### config.mk
export PLATFORM = sky130hd
export DESIGN_NAME = polygon_vertex_classifier
export DESIGN_NICKNAME = d
export VERILOG_FILES = /design/src/sv/pvc_pkg.sv /design/src/sv/polygon_vertex_classifier.sv
export VERILOG_INCLUDE_DIRS = /design/src /design/src/sv
export SDC_FILE = /design/constraint.sdc
export NUM_CORES = 2
export LEC_CHECK = 0
export BUFFER_PORTS_ARGS = -buffer_cell sky130_fd_sc_hd__buf_4
export CORE_MARGIN = 2
export CORE_UTILIZATION = 34
export DETAILED_ROUTE_END_ITERATION = 12
export PLACE_DENSITY = 0.54
export SLEW_MARGIN = 20
export SYNTH_ARGS = -nofsm -noshare
export SYNTH_HDL_FRONTEND = slang
export SYNTH_SLANG_ARGS = --single-unit
### constraint.sdc
create_clock -name clk -period 26.1 [get_ports clk]
set_input_delay 3.915 -clock clk [delete_from_list [all_inputs] [get_ports clk]]
set_output_delay 3.915 -clock clk [all_outputs]
set_load 0.02 [all_outputs]
### src/sv/polygon_vertex_classifier_defines.svh
// assertion macros for the polygon vertex classifier
`ifndef POLYGON_VERTEX_CLASSIFIER_DEFINES_SVH
`define POLYGON_VERTEX_CLASSIFIER_DEFINES_SVH

// same-cycle implication, checked outside reset
`define PVC_ASSERT_NOW(label, ante, cons, msg) \
    label: assert property (@(posedge clk) disable iff (!rst_n) (ante) |-> (cons)) \
        else $error(msg);

// next-cycle implication, checked outside reset
`define PVC_ASSERT_NEXT(label, ante, cons, msg) \
    label: assert property (@(posedge clk) disable iff (!rst_n) (ante) |=> (cons)) \
        else $error(msg);

`endif

### src/sv/pvc_pkg.sv
package pvc_pkg;

    localparam int MAX_VERTICES_DEF = 32;

    // turn direction codes
    localparam logic [1:0] SGN_ZERO = 2'b00;
    localparam logic [1:0] SGN_POS  = 2'b01;
    localparam logic [1:0] SGN_NEG  = 2'b11;

    typedef struct packed {
        logic signed [15:0] x;
        logic signed [15:0] y;
    } pt_t;

    typedef struct packed {
        logic signed [15:0] point_x;
        logic signed [15:0] point_y;
        logic               last_point;
    } in_t;

    typedef struct packed {
        logic signed [15:0] vertex_x;
        logic signed [15:0] vertex_y;
        logic               is_convex;
        logic               is_principal;
        logic               status;
        logic               last_result;
    } out_t;

endpackage

### src/sv/polygon_vertex_classifier.sv
// load: one vertex per cycle; after the last vertex the reference turn is found, then every
// vertex is fetched, multiplied and signed to sort out collinear ones
// principal scan per kept vertex: fetch, a skip past the vertex and its neighbours, and for
// every other vertex tested an index, a read and three orientations of two products and a sign, then emit
// throughput: one polygon at a time; input is held off until the last result transfers
// reset: asynchronous, clears the sequencer and counters; vertex memories are not cleared
`include "polygon_vertex_classifier_defines.svh"

module polygon_vertex_classifier #(
    parameter int MAX_VERTICES = pvc_pkg::MAX_VERTICES_DEF
) (
    input  logic          clk,
    input  logic          rst_n,
    input  logic          in_valid,
    output logic          in_ready,
    input  pvc_pkg::in_t  in_data,
    output logic          out_valid,
    input  logic          out_ready,
    output pvc_pkg::out_t out_data
);

    localparam int IW = (MAX_VERTICES > 1) ? $clog2(MAX_VERTICES) : 1;
    localparam int CW = $clog2(MAX_VERTICES + 1);
    localparam logic [CW-1:0] CNT_MAX = CW'(MAX_VERTICES);
    localparam logic [CW-1:0] CNT_MIN = CW'(3);

    typedef enum logic [7:0] {
        S_LOAD  = 8'b0000_0001,
        S_FETCH = 8'b0000_0010,
        S_MUL1  = 8'b0000_0100,
        S_MUL2  = 8'b0000_1000,
        S_SIGN  = 8'b0001_0000,
        S_NEXTJ = 8'b0010_0000,
        S_JWAIT = 8'b0100_0000,
        S_EMIT  = 8'b1000_0000
    } state_t;

    typedef enum logic [2:0] {
        PH_REF  = 3'b001,
        PH_KEEP = 3'b010,
        PH_PRIN = 3'b100
    } phase_t;

    typedef struct packed {
        logic       convex;
        pvc_pkg::pt_t pt;
    } kept_t;

    state_t         state_reg, state_next;
    phase_t         phase_reg, phase_next;
    logic [CW-1:0]  count_reg, count_next;
    logic [IW-1:0]  top_reg, top_next;
    logic signed [15:0] top_y_reg, top_y_next;
    logic [CW-1:0]  lim_reg, lim_next;
    logic [CW-1:0]  m_reg, m_next;
    logic [IW-1:0]  i_reg, i_next;
    logic [CW-1:0]  j_reg, j_next;
    logic [1:0]     fcnt_reg, fcnt_next;
    logic [1:0]     osel_reg, osel_next;
    logic [1:0]     ref_reg, ref_next;
    logic [1:0]     p1_reg, p1_next;
    logic [1:0]     p2_reg, p2_next;
    logic           cur_cv_reg, cur_cv_next;
    pvc_pkg::pt_t   pt_reg [4];
    pvc_pkg::pt_t   pt_next [4];
    logic signed [33:0] prod1_reg, prod1_next;
    logic signed [33:0] prod2_reg, prod2_next;
    pvc_pkg::out_t  out_reg, out_next;

    // vertex and kept-vertex memories
    pvc_pkg::pt_t   vmem [MAX_VERTICES];
    kept_t          kmem [MAX_VERTICES];
    pvc_pkg::pt_t   vrd_reg;
    kept_t          krd_reg;
    logic           vwr_en, kwr_en;
    logic [IW-1:0]  vwr_addr, kwr_addr, raddr;
    kept_t          kwr_data;

    logic [IW-1:0]  idx_a, idx_c;
    logic           in_xfer, out_xfer;
    logic [CW-1:0]  n_new;
    logic [CW-1:0]  i_ext, i_inc;
    pvc_pkg::pt_t   op_p, op_q, op_r, rd_pt;
    logic signed [16:0] mul_a, mul_b;
    logic signed [34:0] diff;
    logic [1:0]     turn;

    assign in_ready  = (state_reg == S_LOAD);
    assign out_valid = (state_reg == S_EMIT);
    assign out_data  = out_reg;
    assign in_xfer   = in_valid && in_ready;
    assign out_xfer  = out_valid && out_ready;

    // cyclic neighbours of the current vertex
    assign i_ext = CW'(i_reg);
    assign i_inc = i_ext + CW'(1);
    assign idx_a = (i_reg == '0) ? IW'(lim_reg - CW'(1)) : IW'(i_ext - CW'(1));
    assign idx_c = (i_inc == lim_reg) ? '0 : IW'(i_inc);

    // memory ports
    always_ff @(posedge clk)
    begin
        if (vwr_en)
        begin
            vmem[vwr_addr] <= '{x: in_data.point_x, y: in_data.point_y};
        end
        vrd_reg <= vmem[raddr];
    end

    always_ff @(posedge clk)
    begin
        if (kwr_en)
        begin
            kmem[kwr_addr] <= kwr_data;
        end
        krd_reg <= kmem[raddr];
    end

    assign rd_pt = (phase_reg == PH_PRIN) ? krd_reg.pt : vrd_reg;

    // read address
    always_comb
    begin
        case (state_reg)
            S_FETCH:
            begin
                case (fcnt_reg)
                    2'd0:    raddr = idx_a;
                    2'd1:    raddr = i_reg;
                    default: raddr = idx_c;
                endcase
            end
            S_NEXTJ: raddr = IW'(j_reg);
            default: raddr = i_reg;
        endcase
    end

    // orientation operand select: (prev,cur,next), (a,i,j), (c,a,j), (i,c,j)
    always_comb
    begin
        case (osel_reg)
            2'd1:
            begin
                op_p = pt_reg[0]; op_q = pt_reg[1]; op_r = pt_reg[3];
            end
            2'd2:
            begin
                op_p = pt_reg[2]; op_q = pt_reg[0]; op_r = pt_reg[3];
            end
            2'd3:
            begin
                op_p = pt_reg[1]; op_q = pt_reg[2]; op_r = pt_reg[3];
            end
            default:
            begin
                op_p = pt_reg[0]; op_q = pt_reg[1]; op_r = pt_reg[2];
            end
        endcase
    end

    // shared multiplier operands, one product per cycle
    always_comb
    begin
        if (state_reg == S_MUL1)
        begin
            mul_a = 17'(op_q.x) - 17'(op_p.x);
            mul_b = 17'(op_r.y) - 17'(op_p.y);
        end
        else
        begin
            mul_a = 17'(op_q.y) - 17'(op_p.y);
            mul_b = 17'(op_r.x) - 17'(op_p.x);
        end
    end

    // sign of the cross product
    assign diff = 35'(prod1_reg) - 35'(prod2_reg);
    assign turn = (diff == '0) ? pvc_pkg::SGN_ZERO :
                  (diff[34] ? pvc_pkg::SGN_NEG : pvc_pkg::SGN_POS);

    assign n_new = (count_reg < CNT_MAX) ? count_reg + CW'(1) : count_reg;

    // sequencer
    always_comb
    begin
        state_next  = state_reg;
        phase_next  = phase_reg;
        count_next  = count_reg;
        top_next    = top_reg;
        top_y_next  = top_y_reg;
        lim_next    = lim_reg;
        m_next      = m_reg;
        i_next      = i_reg;
        j_next      = j_reg;
        fcnt_next   = fcnt_reg;
        osel_next   = osel_reg;
        ref_next    = ref_reg;
        p1_next     = p1_reg;
        p2_next     = p2_reg;
        cur_cv_next = cur_cv_reg;
        pt_next     = pt_reg;
        prod1_next  = prod1_reg;
        prod2_next  = prod2_reg;
        out_next    = out_reg;
        vwr_en      = 1'b0;
        vwr_addr    = IW'(count_reg);
        kwr_en      = 1'b0;
        kwr_addr    = IW'(m_reg);
        kwr_data    = '{convex: (turn == ref_reg), pt: pt_reg[1]};

        case (state_reg)
            S_LOAD:
            begin
                if (in_xfer)
                begin
                    if (count_reg < CNT_MAX)
                    begin
                        vwr_en = 1'b1;
                        if (count_reg == '0 || in_data.point_y > top_y_reg)
                        begin
                            top_next   = IW'(count_reg);
                            top_y_next = in_data.point_y;
                        end
                    end
                    count_next = n_new;
                    if (in_data.last_point)
                    begin
                        count_next = '0;
                        lim_next   = n_new;
                        if (n_new < CNT_MIN)
                        begin
                            top_next   = '0;
                            out_next   = '{vertex_x: '0, vertex_y: '0, is_convex: 1'b0,
                                           is_principal: 1'b0, status: 1'b1,
                                           last_result: 1'b1};
                            state_next = S_EMIT;
                        end
                        else
                        begin
                            phase_next = PH_REF;
                            i_next     = top_next;
                            osel_next  = 2'd0;
                            fcnt_next  = 2'd0;
                            state_next = S_FETCH;
                        end
                    end
                end
            end

            // three reads, data captured in the cycle after each read
            S_FETCH:
            begin
                if (fcnt_reg != 2'd0)
                begin
                    pt_next[fcnt_reg - 2'd1] = rd_pt;
                end
                if (fcnt_reg == 2'd2)
                begin
                    cur_cv_next = krd_reg.convex;
                end
                fcnt_next = fcnt_reg + 2'd1;
                if (fcnt_reg == 2'd3)
                begin
                    fcnt_next = 2'd0;
                    if (phase_reg == PH_PRIN)
                    begin
                        j_next     = '0;
                        state_next = S_NEXTJ;
                    end
                    else
                    begin
                        state_next = S_MUL1;
                    end
                end
            end

            S_MUL1:
            begin
                prod1_next = mul_a * mul_b;
                state_next = S_MUL2;
            end

            S_MUL2:
            begin
                prod2_next = mul_a * mul_b;
                state_next = S_SIGN;
            end

            S_SIGN:
            begin
                case (phase_reg)
                    PH_REF:
                    begin
                        top_next   = '0;
                        ref_next   = turn;
                        phase_next = PH_KEEP;
                        i_next     = '0;
                        m_next     = '0;
                        state_next = S_FETCH;
                    end
                    PH_KEEP:
                    begin
                        if (turn != pvc_pkg::SGN_ZERO)
                        begin
                            kwr_en = 1'b1;
                            m_next = m_reg + CW'(1);
                        end
                        state_next = S_FETCH;
                        if (i_inc == lim_reg)
                        begin
                            if (m_next < CNT_MIN)
                            begin
                                out_next   = '{vertex_x: '0, vertex_y: '0, is_convex: 1'b0,
                                               is_principal: 1'b0, status: 1'b1,
                                               last_result: 1'b1};
                                state_next = S_EMIT;
                            end
                            else
                            begin
                                phase_next = PH_PRIN;
                                lim_next   = m_next;
                                i_next     = '0;
                                osel_next  = 2'd1;
                            end
                        end
                        else
                        begin
                            i_next = IW'(i_inc);
                        end
                    end
                    default:
                    begin
                        state_next = S_MUL1;
                        case (osel_reg)
                            2'd1:
                            begin
                                p1_next   = turn;
                                osel_next = 2'd2;
                            end
                            2'd2:
                            begin
                                p2_next   = turn;
                                osel_next = 2'd3;
                            end
                            default:
                            begin
                                osel_next = 2'd1;
                                if (p1_reg == p2_reg && p2_reg == turn)
                                begin
                                    out_next   = '{vertex_x: pt_reg[1].x,
                                                   vertex_y: pt_reg[1].y,
                                                   is_convex: cur_cv_reg,
                                                   is_principal: 1'b0, status: 1'b0,
                                                   last_result: (i_inc == lim_reg)};
                                    state_next = S_EMIT;
                                end
                                else
                                begin
                                    j_next     = j_reg + CW'(1);
                                    state_next = S_NEXTJ;
                                end
                            end
                        endcase
                    end
                endcase
            end

            // scan the other kept vertices
            S_NEXTJ:
            begin
                if (j_reg == lim_reg)
                begin
                    out_next   = '{vertex_x: pt_reg[1].x, vertex_y: pt_reg[1].y,
                                   is_convex: cur_cv_reg, is_principal: 1'b1,
                                   status: 1'b0, last_result: (i_inc == lim_reg)};
                    state_next = S_EMIT;
                end
                else if (j_reg == CW'(idx_a) || j_reg == i_ext || j_reg == CW'(idx_c))
                begin
                    j_next = j_reg + CW'(1);
                end
                else
                begin
                    state_next = S_JWAIT;
                end
            end

            S_JWAIT:
            begin
                pt_next[3] = krd_reg.pt;
                osel_next  = 2'd1;
                state_next = S_MUL1;
            end

            S_EMIT:
            begin
                if (out_xfer)
                begin
                    if (out_reg.last_result)
                    begin
                        state_next = S_LOAD;
                    end
                    else
                    begin
                        i_next     = IW'(i_inc);
                        fcnt_next  = 2'd0;
                        state_next = S_FETCH;
                    end
                end
            end

            default:
            begin
                state_next = S_LOAD;
            end
        endcase
    end

    // control registers
    always_ff @(posedge clk or negedge rst_n)
    begin
        if (!rst_n)
        begin
            state_reg <= S_LOAD;
            phase_reg <= PH_REF;
            count_reg <= '0;
            top_reg   <= '0;
            ref_reg   <= pvc_pkg::SGN_ZERO;
            lim_reg   <= '0;
            m_reg     <= '0;
            i_reg     <= '0;
            j_reg     <= '0;
            fcnt_reg  <= '0;
            osel_reg  <= '0;
        end
        else
        begin
            state_reg <= state_next;
            phase_reg <= phase_next;
            count_reg <= count_next;
            top_reg   <= top_next;
            ref_reg   <= ref_next;
            lim_reg   <= lim_next;
            m_reg     <= m_next;
            i_reg     <= i_next;
            j_reg     <= j_next;
            fcnt_reg  <= fcnt_next;
            osel_reg  <= osel_next;
        end
    end

    // datapath registers
    always_ff @(posedge clk)
    begin
        top_y_reg  <= top_y_next;
        p1_reg     <= p1_next;
        p2_reg     <= p2_next;
        cur_cv_reg <= cur_cv_next;
        pt_reg     <= pt_next;
        prod1_reg  <= prod1_next;
        prod2_reg  <= prod2_next;
        out_reg    <= out_next;
    end

    `PVC_ASSERT_NOW(a_no_overlap, in_ready, !out_valid, "input and output open together")
    `PVC_ASSERT_NOW(a_err_last, out_valid && out_data.status, out_data.last_result,
        "error result not marked last")
    `PVC_ASSERT_NEXT(a_last_reload, out_xfer && out_data.last_result, in_ready,
        "block not ready after last result")
    `PVC_ASSERT_NOW(a_kept_enough, state_reg == S_NEXTJ, lim_reg >= CNT_MIN,
        "principal scan with fewer than three vertices")
    `PVC_ASSERT_NEXT(a_load_cleared, out_xfer && out_data.last_result,
        count_reg == '0 && top_reg == '0, "load state not cleared at end of run")

endmodule

==> metrics.md <==
| Metric | Value |
|---|---|
| CP Capture Type | `flop` |
| Most Frequent Cell on Critical Path | `fa_1` |
| Syn_nets | `9735` |
| Post-Route WL | `359500 microns` |
| Syn_area_per_cell | `12.44 sq um` |
| Netlist cell types | `just over 100` |
| Die Ht | `583.6 microns` |
| Min-Delay Path Class | `reg -> reg` |
| Vias in the first global route | `73070` |
| Nets | `9780` |
| Max Cap Violations | `0` |
| Fraction of registers with async set/reset | `0.02082` |
| Cells after synthesis | `9183` |
| Drt first-iter violations | `8817` |
| Post-cts repair resize count | `0` |
| Root buffer cell | `clkbuf_16` |
| Largest stage delay, worst path | `0.77 ns` |
| Flops & latches, synth | `2449` |
| Clock tree sinks | `roughly 2400` |
| Share of the cycle needed by the critical path after routing | `0.4544` |
| Clock transition at path regs | `0.06 ns` |
| Area growth syn-to-layout | `13.35%` |
| Die X-Extent | `about 580 microns` |
| Max FFs per register | `1056` |
| Worst reg2reg setup slack | `14.24 ns` |
| GR Overflow Total | `0` |
| Post-detail-place hpwl | `204200 microns` |
| # port buffers | `74` |
| Placeable Area | `334000 sq um` |
| RSZ-0062 raised after global routing | `false` |
| DR pass1 iterations | `8` |
| CP arrival | `12.47 ns` |
| Synth Flop Type | `edfxtp_1` |
| Yosys Warn Count | `0` |
| Hold Crit Depth | `0` |
| # rows | `212` |
| Clk_skew | `between 0.04 and 0.05 ns` |
| Min-delay src | `krd_reg[32]$_DFF_P_` |
| R2r startpoint | `osel_reg[0]$_DFFE_PN0P_` |
| CTS Hold Bufs | `0` |
| Placer Congestion | `a little over 0.9` |
| CP Class | `reg -> reg` |
| Setup TNS | `0 ns` |
| Boundary Pins | `75` |
| Worst slew pin tran | `approximately 1.3 ns` |
| Initial antenna violation count | `29` |
| # Post-CTS Setup Buffers | `0` |
| Number of synthesized flops with an enable pin | `2333` |
| Final Setup Violations | `0` |
| Detail Route Antenna Nets | `0` |
| Fill cells | `31340` |
| Vias per cell | `~5.5` |
| Post-Synthesis Cell Area | `114200 sq um` |
| R2R cell count | `40` |
| Die footprint | `about 340000 sq um` |
| # H-tree levels | `5` |
| Seq/Total Area, Yosys | `0.6360` |
| CTS max path bufs | `4` |
| First-pass GRT wire length | `between 500000 and 600000 microns` |
| CTS tree | `done` |
| Routed via count | `75770` |
| Min Tclk post-route | `~12 ns` |
| Sink of the worst hold path | `cur_cv_reg$_DFFE_PP_` |
| Fmax | `around 0.084 GHz` |
| Final routed DRC violation total | `0` |
| Global Route Usage Sum | `0.2061` |
| Crit-path slowest cell | `xnor2_1` |
| Crit-path max FO | `95` |
| TritonCTS Buffers | `273` |
| Status | `finished, final reports clean` |
| Wire per inst | `25.98 microns` |
| CP top delay family | `adder cells` |
| Initial Util | `0.3420` |
| Largest net degree at the start of global routing | `155` |
| Final Hold Vio Count | `0` |
| Startpoint types | `flop` |
| Buffers & Inverters on Critical Path | `7` |
| Worst-skew pair later-pin latency | `0.87 ns` |
| Worst slew margin | `0.1364` |
| Critical Path RT | `26.71 ns` |
| FF-to-FF End | `prod2_reg[31]$_DFFE_PP_` |
| Slew Limit Fails | `0` |
| Fraction of layout cells with a size suffix above 1 | `0.09618` |
-- per-stage QoR --
| step | cell area, sq um | setup WS [ns] | hold slack, ns | utilization | std cells |
|---|---|---|---|---|---|
| 6_report | 129500 | 14.24 | 0.4123 | 0.3877 | 13840 |
| 5_1_grt | 129400 | 13.52 | 0.4237 | 0.3876 | 13830 |
| 4_1_cts | 129300 | 14.40 | 0.4130 | 0.3871 | 13820 |
| 3_5_place_dp | 120700 | 14.37 | 0.3982 | 0.3613 | 13330 |
| 3_3_place_gp | 120600 | 14.62 | 0.3996 | 0.3612 | 13330 |
| 2_1_floorplan | 114200 | 14.55 | 0.3855 | - | 9183 |
-- worst max path at each step --
stage                                       start                       to  cells after the start
after detailed placement  osel_reg[0]$_DFFE_PN0P_  prod2_reg[31]$_DFFE_PP_                     40
final                     osel_reg[0]$_DFFE_PN0P_  prod2_reg[31]$_DFFE_PP_                     40
after floorplan           osel_reg[0]$_DFFE_PN0P_  prod1_reg[30]$_DFFE_PP_                     48
after global placement    osel_reg[0]$_DFFE_PN0P_  prod1_reg[31]$_DFFE_PP_                     41
after global routing      osel_reg[0]$_DFFE_PN0P_  prod1_reg[31]$_DFFE_PP_                     41
after CTS                 osel_reg[0]$_DFFE_PN0P_  prod2_reg[31]$_DFFE_PP_                     41
-- area by class of cell --
class,count,area [sq um],area share
Inverter,435,1633,0.01261
Clock buffer,338,7254,0.05604
Clock inverter,150,1371,0.01059
Timing Repair Buffer,301,2397,0.01852
Tap cell,4387,5489,0.04240
Antenna cell,8,20.02,0.0001546
Multi-Input combinational cell,5768,38660,0.2986
Sequential cell,2449,72640,0.5611
-- layout by cell type (no fill, tap or decap), drive strengths merged, types with 17 or more instances in the layout --
cell type and n:
nor2b 58, o211ai 18, a221oi 135, and3 275
xor2 52, bufinv 17, fa 300, clkinv 115
o311ai 64, a211oi 19, o21a 23, nor2 306
a311oi 137, ha 215, nand2 1969, or3 28
nand2b 38, o22ai 20, and2 95, nand4 20
mux2i 275, inv 447, mux2 70, nor3 47
a21oi 178, nand3 617, or2 25, a31oi 147
xnor2 87, o21ai 251, a22oi 39, dfrtp 49
dfxtp 65, a22o 40, edfxtp 2333, a21o 29
clkbuf 338, buf 301
-- synth_stat cells (9+ instances only) --
cell type | number | area, sq um
edfxtp_1 | 2333 | 70060
nand2_1 | 1969 | 7391
nand3_1 | 616 | 3083
clkbuf_1 | 435 | 1633
inv_1 | 435 | 1633
nor2_1 | 306 | 1149
fa_1 | 300 | 6006
and3_1 | 275 | 1720
mux2i_1 | 275 | 2753
o21ai_0 | 247 | 1236
ha_1 | 215 | 2690
a21oi_1 | 177 | 885.9
a31oi_1 | 147 | 919.6
a311oi_1 | 136 | 1191
a221oi_1 | 134 | 1174
and2_1 | 95 | 594.3
xnor2_1 | 87 | 762.0
dfxtp_1 | 65 | 1301
mux2_2 | 65 | 732.0
nor2b_1 | 57 | 356.6
buf_1 | 54 | 202.7
xor2_1 | 52 | 455.4
dfrtp_1 | 49 | 1226
nor3_1 | 47 | 235.2
buf_2 | 41 | 205.2
a22o_1 | 40 | 350.3
a22oi_1 | 38 | 285.3
nand2b_1 | 38 | 237.7
o311ai_0 | 33 | 289.0
o311ai_1 | 31 | 271.5
a21o_1 | 28 | 210.2
or3_1 | 28 | 175.2
or2_2 | 24 | 150.1
o21a_1 | 23 | 172.7
nand4_1 | 20 | 125.1
o22ai_1 | 20 | 125.1
a211oi_1 | 18 | 135.1
o211ai_1 | 18 | 135.1
nor3b_1 | 14 | 105.1
o31ai_1 | 14 | 105.1
o21bai_1 | 12 | 90.09
nor4_1 | 11 | 68.82
nand3b_1 | 9 | 67.56
-- metal layers --
layer / wire length, microns / vias to the layer above / track usage / part of all wire
met5: 89 / - / 0 / 0.00025
met4: 9663 / 14 / 0.05445 / 0.027
met3: 27400 / 547 / 0.03307 / 0.076
met2: 164400 / 2943 / 0.3271 / 0.46
met1: 158000 / 38830 / 0.2926 / 0.44
li1: - / 33440 / - / -
-- logic make-up after synthesis --
group	share of synthesized area
flops	0.6360
buf+inv	0.03223
mux	0.03113
simple gates	0.1385
fa+ha+maj	0.07622
compound gates	0.07527
xor+xnor	0.01066
Power is left out: the tool's default activity adds up to more than one toggle a clock period on the data nets, which glitch-free logic cannot reach.
